$ cat src/rtl/epm_pkg.sv
// Shared types, constants and codes for the expect pattern matcher.
package epm_pkg;

    localparam int WINDOW_DEPTH    = 64;
    localparam int MAX_TRANSITIONS = 8;
    localparam int MAX_PATTERN_LEN = 16;

    localparam int WIN_AW = $clog2(WINDOW_DEPTH);
    localparam int FILL_W = $clog2(WINDOW_DEPTH + 1);
    localparam int MT_IW  = $clog2(MAX_TRANSITIONS);
    localparam int MT_CW  = $clog2(MAX_TRANSITIONS + 1);
    localparam int PL_IW  = $clog2(MAX_PATTERN_LEN);
    localparam int PL_CW  = $clog2(MAX_PATTERN_LEN + 1);
    localparam int PAT_AW = MT_IW + PL_IW;

    localparam logic [7:0] CH_HASH = 8'h23;
    localparam logic [7:0] CH_STAR = 8'h2a;
    localparam logic [7:0] CH_DOT  = 8'h2e;
    localparam logic [7:0] CH_BSL  = 8'h5c;
    localparam logic [7:0] CH_MASK = 8'h7f;

    localparam logic [2:0] CMD_CHAR    = 3'd0;
    localparam logic [2:0] CMD_TIMEOUT = 3'd1;
    localparam logic [2:0] CMD_WRITE   = 3'd2;
    localparam logic [2:0] CMD_LEN     = 3'd3;
    localparam logic [2:0] CMD_SCAN    = 3'd4;

    localparam logic [2:0] EV_WAIT     = 3'd0;
    localparam logic [2:0] EV_MATCH    = 3'd1;
    localparam logic [2:0] EV_TIMEOUT  = 3'd2;
    localparam logic [2:0] EV_EXIT     = 3'd3;
    localparam logic [2:0] EV_OVERFLOW = 3'd4;

    typedef enum logic [2:0] {
        OP_CHAR,
        OP_TIMEOUT,
        OP_WRITE,
        OP_LEN,
        OP_SCAN,
        OP_NOP
    } op_t;

    typedef struct packed {
        op_t        op;
        logic [7:0] data;
        logic [2:0] idx;
        logic [3:0] pos;
        logic [4:0] plen;
    } item_t;

    typedef enum logic [1:0] {
        TR_FULL,
        TR_PART,
        TR_NONE
    } try_res_t;

    typedef enum logic [3:0] {
        S_IDLE,
        S_SCAN,
        S_PAT,
        S_RD,
        S_CMP,
        S_REC,
        S_DECIDE,
        S_EMIT
    } state_t;

endpackage

$ cat src/rtl/epm_front.sv
// Front end: accepts items, decodes the command and queues them for the back end.
module epm_front
    import epm_pkg::*;
(
    input  logic       clk,
    input  logic       rst_n,
    input  logic       in_valid,
    output logic       in_stall,
    input  logic [2:0] cmd,
    input  logic [7:0] data_byte,
    input  logic [2:0] pattern_index,
    input  logic [3:0] pattern_pos,
    input  logic [4:0] pattern_len,
    output logic       q_valid,
    output item_t      q_item,
    input  logic       q_pop
);

    item_t      fifo_reg [2];
    logic       wr_ptr_reg, wr_ptr_next;
    logic       rd_ptr_reg, rd_ptr_next;
    logic [1:0] count_reg, count_next;
    item_t      dec_item;
    logic       push;
    logic       pop;

    always_comb
    begin
        dec_item.data = data_byte;
        dec_item.idx  = pattern_index;
        dec_item.pos  = pattern_pos;
        dec_item.plen = pattern_len;
        unique case (cmd)
            CMD_CHAR:    dec_item.op = OP_CHAR;
            CMD_TIMEOUT: dec_item.op = OP_TIMEOUT;
            CMD_WRITE:   dec_item.op = OP_WRITE;
            CMD_LEN:     dec_item.op = OP_LEN;
            CMD_SCAN:    dec_item.op = OP_SCAN;
            default:     dec_item.op = OP_NOP;
        endcase
    end

    assign in_stall = (count_reg == 2'd2);
    assign push     = in_valid && !in_stall;
    assign q_valid  = (count_reg != 2'd0);
    assign q_item   = fifo_reg[rd_ptr_reg];
    assign pop      = q_pop && q_valid;

    always_comb
    begin
        wr_ptr_next = push ? !wr_ptr_reg : wr_ptr_reg;
        rd_ptr_next = pop ? !rd_ptr_reg : rd_ptr_reg;
        count_next  = count_reg + {1'b0, push} - {1'b0, pop};
    end

    always_ff @(posedge clk)
    begin
        if (push)
        begin
            fifo_reg[wr_ptr_reg] <= dec_item;
        end
    end

    always_ff @(posedge clk or negedge rst_n)
    begin
        if (!rst_n)
        begin
            wr_ptr_reg <= 1'b0;
            rd_ptr_reg <= 1'b0;
            count_reg  <= 2'd0;
        end
        else
        begin
            wr_ptr_reg <= wr_ptr_next;
            rd_ptr_reg <= rd_ptr_next;
            count_reg  <= count_next;
        end
    end

endmodule

$ cat src/rtl/epm_back.sv
// Back end: window and pattern memories, match sequencer and result register.
module epm_back
    import epm_pkg::*;
(
    input  logic       clk,
    input  logic       rst_n,
    input  logic       cfg_wr_en,
    input  logic [3:0] cfg_wr_data,
    input  logic       q_valid,
    input  item_t      q_item,
    output logic       q_pop,
    output logic       out_valid,
    input  logic       out_stall,
    output logic [2:0] event_res,
    output logic [2:0] transition_index,
    output logic [6:0] match_length
);

    // memories
    logic [6:0] win_mem [WINDOW_DEPTH];
    logic [7:0] pat_mem [MAX_TRANSITIONS * MAX_PATTERN_LEN];
    logic [6:0] win_rdata_reg;
    logic [7:0] pat_rdata_reg;
    logic              win_we;
    logic [WIN_AW-1:0] win_waddr, win_raddr;
    logic              pat_we;
    logic [PAT_AW-1:0] pat_waddr, pat_raddr;

    logic [7:0]       first_reg [MAX_TRANSITIONS];
    logic [PL_CW-1:0] len_reg [MAX_TRANSITIONS];
    logic             len_we;
    logic [PL_CW-1:0] len_wval;

    logic [MAX_TRANSITIONS-1:0] lone_hash, lone_star;

    state_t            state_reg, state_next;
    logic [3:0]        tc_reg;
    logic [WIN_AW-1:0] head_reg, head_next;
    logic [FILL_W-1:0] fill_reg, fill_next;
    logic [MT_CW-1:0]  k_reg, k_next;
    logic [PL_CW-1:0]  ti_reg, ti_next;
    logic [FILL_W-1:0] si_reg, si_next;
    logic [FILL_W-1:0] off_reg, off_next;
    logic [7:0]        prev_reg, prev_next;
    try_res_t          tres_reg, tres_next;
    logic              full_v_reg, full_v_next;
    logic [MT_IW-1:0]  full_idx_reg, full_idx_next;
    logic              part_v_reg, part_v_next;
    logic [FILL_W-1:0] mlen_reg, mlen_next;
    logic              star_reg, star_next;
    logic [2:0]        rev_reg, rev_next;
    logic [2:0]        ridx_reg, ridx_next;
    logic [FILL_W-1:0] rlen_reg, rlen_next;
    logic              ov_reg, ov_next;
    logic [2:0]        oev_reg, oev_next;
    logic [2:0]        oidx_reg, oidx_next;
    logic [6:0]        olen_reg, olen_next;

    logic [MT_CW-1:0]  n_act;
    logic [MT_IW-1:0]  k_i;
    logic              hash_found;
    logic [MT_IW-1:0]  hash_idx;
    logic [7:0]        c;
    logic              last_bsl;

    assign n_act = (tc_reg > MAX_TRANSITIONS) ? MT_CW'(MAX_TRANSITIONS) : MT_CW'(tc_reg);
    assign k_i   = k_reg[MT_IW-1:0];
    assign c     = pat_rdata_reg;
    assign last_bsl = (ti_reg != '0) && (prev_reg == CH_BSL);

    always_comb
    begin
        for (int i = 0; i < MAX_TRANSITIONS; i++)
        begin
            lone_hash[i] = (len_reg[i] == PL_CW'(1)) && (first_reg[i] == CH_HASH);
            lone_star[i] = (len_reg[i] == PL_CW'(1)) && (first_reg[i] == CH_STAR);
        end
    end

    // first active lone '#'
    always_comb
    begin
        hash_found = 1'b0;
        hash_idx   = '0;
        for (int i = MAX_TRANSITIONS - 1; i >= 0; i--)
        begin
            if (lone_hash[i] && (MT_CW'(i) < n_act))
            begin
                hash_found = 1'b1;
                hash_idx   = MT_IW'(i);
            end
        end
    end

    assign win_waddr = head_reg + fill_reg[WIN_AW-1:0];
    assign win_raddr = head_reg + si_reg[WIN_AW-1:0];
    assign win_we    = (state_reg == S_IDLE) && q_valid && (q_item.op == OP_CHAR)
                       && (fill_reg < FILL_W'(WINDOW_DEPTH));
    assign pat_waddr = {q_item.idx[MT_IW-1:0], q_item.pos[PL_IW-1:0]};
    assign pat_raddr = {k_i, ti_reg[PL_IW-1:0]};
    assign pat_we    = (state_reg == S_IDLE) && q_valid && (q_item.op == OP_WRITE)
                       && ({1'b0, q_item.idx} < 4'(MAX_TRANSITIONS))
                       && ({1'b0, q_item.pos} < 5'(MAX_PATTERN_LEN));
    assign len_we    = (state_reg == S_IDLE) && q_valid && (q_item.op == OP_LEN)
                       && ({1'b0, q_item.idx} < 4'(MAX_TRANSITIONS));
    assign len_wval  = (q_item.plen > 5'(MAX_PATTERN_LEN)) ? PL_CW'(MAX_PATTERN_LEN)
                                                           : PL_CW'(q_item.plen);

    always_ff @(posedge clk)
    begin
        if (win_we)
        begin
            win_mem[win_waddr] <= q_item.data[6:0] & CH_MASK[6:0];
        end
        win_rdata_reg <= win_mem[win_raddr];
    end

    always_ff @(posedge clk)
    begin
        if (pat_we)
        begin
            pat_mem[pat_waddr] <= q_item.data;
        end
        pat_rdata_reg <= pat_mem[pat_raddr];
    end

    always_ff @(posedge clk)
    begin
        if (pat_we && (q_item.pos == 4'd0))
        begin
            first_reg[q_item.idx[MT_IW-1:0]] <= q_item.data;
        end
    end

    always_ff @(posedge clk or negedge rst_n)
    begin
        if (!rst_n)
        begin
            for (int i = 0; i < MAX_TRANSITIONS; i++)
            begin
                len_reg[i] <= '0;
            end
        end
        else if (len_we)
        begin
            len_reg[q_item.idx[MT_IW-1:0]] <= len_wval;
        end
    end

    always_comb
    begin
        state_next    = state_reg;
        head_next     = head_reg;
        fill_next     = fill_reg;
        k_next        = k_reg;
        ti_next       = ti_reg;
        si_next       = si_reg;
        off_next      = off_reg;
        prev_next     = prev_reg;
        tres_next     = tres_reg;
        full_v_next   = full_v_reg;
        full_idx_next = full_idx_reg;
        part_v_next   = part_v_reg;
        mlen_next     = mlen_reg;
        star_next     = star_reg;
        rev_next      = rev_reg;
        ridx_next     = ridx_reg;
        rlen_next     = rlen_reg;
        q_pop         = 1'b0;
        ov_next       = ov_reg && out_stall;
        oev_next      = oev_reg;
        oidx_next     = oidx_reg;
        olen_next     = olen_reg;

        unique case (state_reg)
            S_IDLE:
            begin
                if (q_valid)
                begin
                    q_pop      = 1'b1;
                    rev_next   = EV_WAIT;
                    ridx_next  = '0;
                    rlen_next  = '0;
                    state_next = S_EMIT;
                    unique case (q_item.op)
                        OP_CHAR:
                        begin
                            if (fill_reg >= FILL_W'(WINDOW_DEPTH))
                            begin
                                rev_next = EV_OVERFLOW;
                            end
                            else
                            begin
                                fill_next  = fill_reg + FILL_W'(1);
                                state_next = S_SCAN;
                            end
                        end
                        OP_TIMEOUT:
                        begin
                            fill_next = '0;
                            if (hash_found)
                            begin
                                rev_next  = EV_TIMEOUT;
                                ridx_next = 3'(hash_idx);
                            end
                            else
                            begin
                                rev_next = EV_EXIT;
                            end
                        end
                        OP_SCAN:    state_next = S_SCAN;
                        OP_WRITE,
                        OP_LEN,
                        OP_NOP:     state_next = S_EMIT;
                        default:    state_next = S_EMIT;
                    endcase
                end
            end
            S_SCAN:
            begin
                if (fill_reg == '0)
                begin
                    rev_next   = EV_WAIT;
                    ridx_next  = '0;
                    rlen_next  = '0;
                    state_next = S_EMIT;
                end
                else
                begin
                    k_next      = '0;
                    off_next    = '0;
                    full_v_next = 1'b0;
                    part_v_next = 1'b0;
                    star_next   = 1'b0;
                    state_next  = S_PAT;
                end
            end
            S_PAT:
            begin
                if (star_reg && (off_reg == fill_reg))
                begin
                    head_next  = head_reg + fill_reg[WIN_AW-1:0];
                    fill_next  = '0;
                    rev_next   = EV_MATCH;
                    ridx_next  = 3'(full_idx_reg);
                    rlen_next  = fill_reg;
                    state_next = S_EMIT;
                end
                else if (k_reg == n_act)
                begin
                    if (star_reg)
                    begin
                        off_next = off_reg + FILL_W'(1);
                        k_next   = '0;
                    end
                    else
                    begin
                        state_next = S_DECIDE;
                    end
                end
                else if (lone_hash[k_i] || (star_reg && lone_star[k_i]))
                begin
                    k_next = k_reg + MT_CW'(1);
                end
                else if (lone_star[k_i])
                begin
                    tres_next  = TR_FULL;
                    si_next    = off_reg;
                    state_next = S_REC;
                end
                else
                begin
                    ti_next    = '0;
                    si_next    = off_reg;
                    prev_next  = '0;
                    state_next = S_RD;
                end
            end
            S_RD:
            begin
                if (ti_reg == len_reg[k_i])
                begin
                    tres_next  = TR_FULL;
                    state_next = S_REC;
                end
                else if (si_reg >= fill_reg)
                begin
                    tres_next  = TR_PART;
                    state_next = S_REC;
                end
                else
                begin
                    state_next = S_CMP;
                end
            end
            S_CMP:
            begin
                prev_next  = c;
                ti_next    = ti_reg + PL_CW'(1);
                state_next = S_RD;
                if (c != CH_BSL)
                begin
                    if (({1'b0, win_rdata_reg} != c) && ((c != CH_DOT) || last_bsl))
                    begin
                        tres_next  = TR_NONE;
                        state_next = S_REC;
                    end
                    else
                    begin
                        si_next = si_reg + FILL_W'(1);
                    end
                end
            end
            S_REC:
            begin
                k_next     = k_reg + MT_CW'(1);
                state_next = S_PAT;
                if (star_reg)
                begin
                    if (tres_reg != TR_NONE)
                    begin
                        head_next  = head_reg + off_reg[WIN_AW-1:0];
                        fill_next  = fill_reg - off_reg;
                        rev_next   = EV_MATCH;
                        ridx_next  = 3'(full_idx_reg);
                        rlen_next  = off_reg;
                        state_next = S_EMIT;
                    end
                end
                else if ((tres_reg == TR_FULL) && !full_v_reg)
                begin
                    full_v_next   = 1'b1;
                    full_idx_next = k_i;
                    mlen_next     = si_reg - off_reg;
                end
                else if ((tres_reg == TR_PART) && !part_v_reg)
                begin
                    part_v_next = 1'b1;
                end
            end
            S_DECIDE:
            begin
                if (!full_v_reg && !part_v_reg)
                begin
                    head_next  = head_reg + WIN_AW'(1);
                    fill_next  = fill_reg - FILL_W'(1);
                    state_next = S_SCAN;
                end
                else if (full_v_reg && !part_v_reg)
                begin
                    if (lone_star[full_idx_reg])
                    begin
                        star_next  = 1'b1;
                        off_next   = '0;
                        k_next     = '0;
                        state_next = S_PAT;
                    end
                    else
                    begin
                        head_next  = head_reg + mlen_reg[WIN_AW-1:0];
                        fill_next  = fill_reg - mlen_reg;
                        rev_next   = EV_MATCH;
                        ridx_next  = 3'(full_idx_reg);
                        rlen_next  = mlen_reg;
                        state_next = S_EMIT;
                    end
                end
                else
                begin
                    rev_next   = EV_WAIT;
                    ridx_next  = '0;
                    rlen_next  = '0;
                    state_next = S_EMIT;
                end
            end
            S_EMIT:
            begin
                if (!ov_reg || !out_stall)
                begin
                    ov_next    = 1'b1;
                    oev_next   = rev_reg;
                    oidx_next  = ridx_reg;
                    olen_next  = 7'(rlen_reg);
                    state_next = S_IDLE;
                end
            end
            default: state_next = S_IDLE;
        endcase
    end

    always_ff @(posedge clk)
    begin
        k_reg        <= k_next;
        ti_reg       <= ti_next;
        si_reg       <= si_next;
        off_reg      <= off_next;
        prev_reg     <= prev_next;
        tres_reg     <= tres_next;
        full_v_reg   <= full_v_next;
        full_idx_reg <= full_idx_next;
        part_v_reg   <= part_v_next;
        mlen_reg     <= mlen_next;
        star_reg     <= star_next;
        rev_reg      <= rev_next;
        ridx_reg     <= ridx_next;
        rlen_reg     <= rlen_next;
        oev_reg      <= oev_next;
        oidx_reg     <= oidx_next;
        olen_reg     <= olen_next;
    end

    always_ff @(posedge clk or negedge rst_n)
    begin
        if (!rst_n)
        begin
            state_reg <= S_IDLE;
            head_reg  <= '0;
            fill_reg  <= '0;
            ov_reg    <= 1'b0;
            tc_reg    <= '0;
        end
        else
        begin
            state_reg <= state_next;
            head_reg  <= head_next;
            fill_reg  <= fill_next;
            ov_reg    <= ov_next;
            if (cfg_wr_en)
            begin
                tc_reg <= cfg_wr_data;
            end
        end
    end

    assign out_valid        = ov_reg;
    assign event_res        = oev_reg;
    assign transition_index = oidx_reg;
    assign match_length     = olen_reg;

endmodule

$ cat src/rtl/expect_pattern_matcher.sv
// Top level of the expect pattern matcher: front queue plus match sequencer.
//
//  channel  | handshake            | payload
//  ---------+----------------------+--------------------------------------------------
//  in       | in_valid / in_stall  | cmd, data_byte, pattern_index, pattern_pos, pattern_len
//  out      | out_valid / out_stall| event_res, transition_index, match_length
//  cfg      | cfg_wr_en            | cfg_wr_data (transition_count)
//
// Pattern writes, length writes, timeouts and unused commands go from idle to emit.
// A character or rescan walks each active pattern byte by byte, via a read and a
// compare state (the registered read of the window and pattern memories), and repeats
// the walk on every one-byte window shift; a lone '*' adds a walk per window offset.
// Reset clears the window fill, pattern lengths and transition count; no clearing pass.
// A two-entry queue accepts transfers until full while the result register is stalled.
module expect_pattern_matcher
    import epm_pkg::*;
(
    input  logic       clk,
    input  logic       rst_n,
    input  logic       cfg_wr_en,
    input  logic [3:0] cfg_wr_data,
    input  logic       in_valid,
    output logic       in_stall,
    input  logic [2:0] cmd,
    input  logic [7:0] data_byte,
    input  logic [2:0] pattern_index,
    input  logic [3:0] pattern_pos,
    input  logic [4:0] pattern_len,
    output logic       out_valid,
    input  logic       out_stall,
    output logic [2:0] event_res,
    output logic [2:0] transition_index,
    output logic [6:0] match_length
);

    // decoded items between front and back
    logic  q_valid;
    item_t q_item;
    logic  q_pop;

    epm_front u_front (
        .clk           (clk),
        .rst_n         (rst_n),
        .in_valid      (in_valid),
        .in_stall      (in_stall),
        .cmd           (cmd),
        .data_byte     (data_byte),
        .pattern_index (pattern_index),
        .pattern_pos   (pattern_pos),
        .pattern_len   (pattern_len),
        .q_valid       (q_valid),
        .q_item        (q_item),
        .q_pop         (q_pop)
    );

    // match sequencer owns the window, pattern table and result register
    epm_back u_back (
        .clk              (clk),
        .rst_n            (rst_n),
        .cfg_wr_en        (cfg_wr_en),
        .cfg_wr_data      (cfg_wr_data),
        .q_valid          (q_valid),
        .q_item           (q_item),
        .q_pop            (q_pop),
        .out_valid        (out_valid),
        .out_stall        (out_stall),
        .event_res        (event_res),
        .transition_index (transition_index),
        .match_length     (match_length)
    );

endmodule

$ cat config.mk
export PLATFORM = sky130hd
export DESIGN_NAME = expect_pattern_matcher
export DESIGN_NICKNAME = d
export VERILOG_FILES = /design/src/rtl/epm_pkg.sv /design/src/rtl/epm_front.sv /design/src/rtl/epm_back.sv /design/src/rtl/expect_pattern_matcher.sv
export SDC_FILE = /design/constraint.sdc
export NUM_CORES = 2
export LEC_CHECK = 0
export BUFFER_PORTS_ARGS = -buffer_cell sky130_fd_sc_hd__buf_2
export CORE_ASPECT_RATIO = 1.2
export CORE_MARGIN = 8
export CORE_UTILIZATION = 30
export DETAILED_ROUTE_END_ITERATION = 10
export GPL_TIMING_DRIVEN = 0
export PLACE_DENSITY_LB_ADDON = 0.05
export SYNTH_ARGS = -nofsm -noshare
export SYNTH_HDL_FRONTEND = slang
export SYNTH_HIERARCHICAL = 1
export SYNTH_SLANG_ARGS = --single-unit
$ cat constraint.sdc
create_clock -name clk -period 3.4 [get_ports clk]
set_clock_uncertainty 0.05 [all_clocks]
set_input_delay 0.34 -clock clk [delete_from_list [all_inputs] [get_ports clk]]
set_output_delay 0.34 -clock clk [all_outputs]
set_load 0.03 [all_outputs]
==> impl_metrics.env <==
export IMPL_status="completed"
export IMPL_dpl_cell_area_mm2=0.0743
export IMPL_r2r_end="u_back/c[1]$_DFF_P_"
export IMPL_ys_top_cells_by_area="edfxtp_1 71%, mux4_2 16%, dfrtp_1 2.3%"
export IMPL_num_vias=35000
export IMPL_drc_errors=0
export IMPL_layout_setup_ws_ns=0.0306
export IMPL_setup_violations=0
export IMPL_p_leak_nw=26.3
export IMPL_grtUsageTotal=0.165
export IMPL_crit_fanout=11
export IMPL_num_io_pins=47
export IMPL_gp_congestion=0.776
export IMPL_place_hpwl_mm=139
export IMPL_place_ws_ns=-2.02
export IMPL_area_delta_synth_final_pct=19.7
export IMPL_slew_violations=0
export IMPL_numCtsBuffers=191
export IMPL_cp_endpoint="u_back/c[1]$_DFF_P_"
export IMPL_syn_nets=3522
export IMPL_finalCriticalPeriod_ns=3.37
export IMPL_cap_violations=0
export IMPL_hold_class="input port to flop"
export IMPL_die_w_um=456
export IMPL_worstRegToRegCells=7
export IMPL_grt_overflow_total=0
export IMPL_cts_buffer_depth=3
export IMPL_crit_path_start="u_back/ti_reg[1]$_SDFFCE_PN0P_"
export IMPL_setup_worst_path_end_class="flop"
export IMPL_critPathKind="flop to flop"
export IMPL_vias_per_cell=5.01
export IMPL_drive_above_1_share=0.334
export IMPL_grt_max_degree=136
export IMPL_synth_top_area_share=0.712
export IMPL_initial_utilization=0.301
export IMPL_netlist_cell_type_count=69
export IMPL_synth_async_reset_ratio=0.0375
export IMPL_core_mm2=0.232
export IMPL_cts_htree_levels=4
export IMPL_die_h_um=544
export IMPL_cts_tree="yes"
export IMPL_fmax_mhz=297
export IMPL_yosys_warnings=6
export IMPL_synth_area_leader_cell="edfxtp_1"
export IMPL_row_count=194
export IMPL_tightestPinTransition_ns=1.27
export IMPL_antenna_left=0
export IMPL_rrSetupSlack_ns=0.03
export IMPL_synth_edf_count=1654
export IMPL_clock_root_buffer="clkbuf_16"
export IMPL_yosysMostFrequentCell="edfxtp_1"
export IMPL_grt_pass1_vias=37700
export IMPL_clock_sinks=1734
export IMPL_ys_ff_latch=1734
export IMPL_drtIter0Drc=2510
export IMPL_netlist_area_mm2=0.0698
export IMPL_cp_arrival_ns=4.00
export IMPL_rsz0062_at_grt="yes"
export IMPL_grt_antenna_before_repair=5
export IMPL_timing_hold_ws_ns=0.193
export IMPL_slew_headroom=0.141
export IMPL_stdcell_count=6983
export IMPL_use_met2=0.299
export IMPL_drt_wl_total_mm=208
export IMPL_grt_pass1_wl_mm=294
export IMPL_drtPass1Iterations=8
export IMPL_synthTopCellsByCount="1654 x edfxtp_1, 486 x mux4_2, 259 x nor2_1, 140 x nand2_1, 86 x clkbuf_1"
export IMPL_clkLatencyLatePin_ns=0.83
export IMPL_dp_cells=6537
export IMPL_clk_pin_slew_ns=0.06
export IMPL_power_density_mw_per_mm2=971
export IMPL_busiest_layer="met2"
export IMPL_ir_drop_uv=726
export IMPL_port_buffers=46
export IMPL_hold_violations=0
export IMPL_synthCells=3435
export IMPL_post_route_period_util=0.991
export IMPL_r2r_start="u_back/ti_reg[1]$_SDFFCE_PN0P_"
export IMPL_seq_area_frac_synth=0.740
export IMPL_routedWlPerCell_um=29.8
export IMPL_largest_reg_flops=1024
export IMPL_cp_required_ns=4.03
export IMPL_die_area_mm2=0.248
export IMPL_finalNetCount=3869
export IMPL_final_area_mm2=0.0835
export IMPL_avgSynthCellArea_um2=20.3
export IMPL_gr_usage_met3=0.0208
export IMPL_met1_usage=0.205
export IMPL_synth_ff_type="edfxtp_1"
export IMPL_start_kind="flop"
## kinds of logic after synthesis
family                     count (synthesis)  synth area share
and+or+nand+nor                          610            0.0412
DFF                                     1734             0.740
muxes                                    554             0.169
adders and majority gates                 55            0.0105
AOI/OAI and AO/OA                        212            0.0193
buffers and inverters                    203            0.0122
xor gates and xnor gates                  67           0.00852
## layout make-up
cell class | instances | area [um^2]
diodes | 2 | 5.00
plain buffers | 150 | 1200
clock buffers | 229 | 5000
clock inverters | 125 | 1190
fillers | 21400 | 149000
inverters | 50 | 191
multi-input cells | 1498 | 19000
flip-flops and latches | 1734 | 51600
well taps | 3038 | 3800
repair buffers | 157 | 1510
## worst max-delay path, cell delays in order (launching register included)
cell,delay [ns]
edfxtp_1,0.57
buf_4,0.38
buf_2,0.43
mux4_2,0.38
mux4_2,0.60
mux4_2,0.56
nand2_1,0.10
nand2_1,0.13
## how the worst min path moves through the flow
stage	end	startpoint	cells after the start
detailed placement	u_back/fill_reg[2]$_DFFE_PN0P_	rst_n	1
global placement	u_back/match_length[0]$_DFFE_PP_	u_back/rlen_reg[0]$_SDFFCE_PP0P_	0
global route	u_front/fifo_reg[1][18]$_DFFE_PP_	data_byte[6]	2
floorplan	u_back/fill_reg[0]$_DFFE_PN0P_	rst_n	0
finish	u_front/fifo_reg[0][6]$_DFFE_PP_	pattern_pos[1]	2
CTS	u_front/fifo_reg[0][6]$_DFFE_PP_	pattern_pos[1]	2
## layer usage
layer	part of all wire	routed length, um
met5	0	0
met4	0.032	6600
met3	0.032	6640
met2	0.52	109000
met1	0.41	85500
## report_power, final
group | switching [W] | internal (W) | leakage, nW
sequential | 0.000771 | 0.0269 | 15.9
combinational | 0.0201 | 0.0128 | 7.37
clock | 0.00859 | 0.0119 | 3.03
total | 0.0294 | 0.0517 | 26.3
## cell usage in the layout (no fill, tap or decap), types with 18 or more instances in the layout
master         synthesis  routed
a21oi_1               57      46
buf_2                 44      63
buf_4                  2      67
buf_6                  4      28
bufinv_16              0      19
clkbuf_1              86      58
clkbuf_16              0     196
clkbuf_2               0      19
clkbuf_8               0      18
clkinv_1               2      37
clkinv_2               0      45
dfrtp_1               65      63
dlygate4sd3_1          0      36
edfxtp_1            1654    1654
ha_1                  49      48
inv_1                 47      46
mux2_2                33      30
mux4_2               486     486
nand2_1              140     121
nand2b_1              19      19
nand3_1               33      26
nor2_1               259      96
nor2_2                 0      26
nor2_4                 0     137
nor2b_1               41      38
nor4b_1               22      20
o21ai_0               60      58
xnor2_1               41      39
xor2_1                25      23
## repair_timing
item                       in CTS  in global routing
hold buffers                   36                  0
gates cloned                    0                  0
pin swaps                      29                 16
resized for setup             498                149
hold endpoints to repair      124                  0
setup endpoints to repair    1610                994
setup buffers                  44                 13
## through the flow
step / total power [W] / setup TNS, ns / util
final: 0.0811 / 0 / 0.360
after global routing: 0.0847 / -2.49 / 0.360
after CTS: 0.0823 / -3.37 / 0.358
after detailed placement: 0.0584 / -1772.82 / 0.320
after global placement: 0.0580 / -2672.17 / 0.318
after floorplan: 0.0453 / 0 / -
No activity file was read; power rests on OpenSTA's default activity.
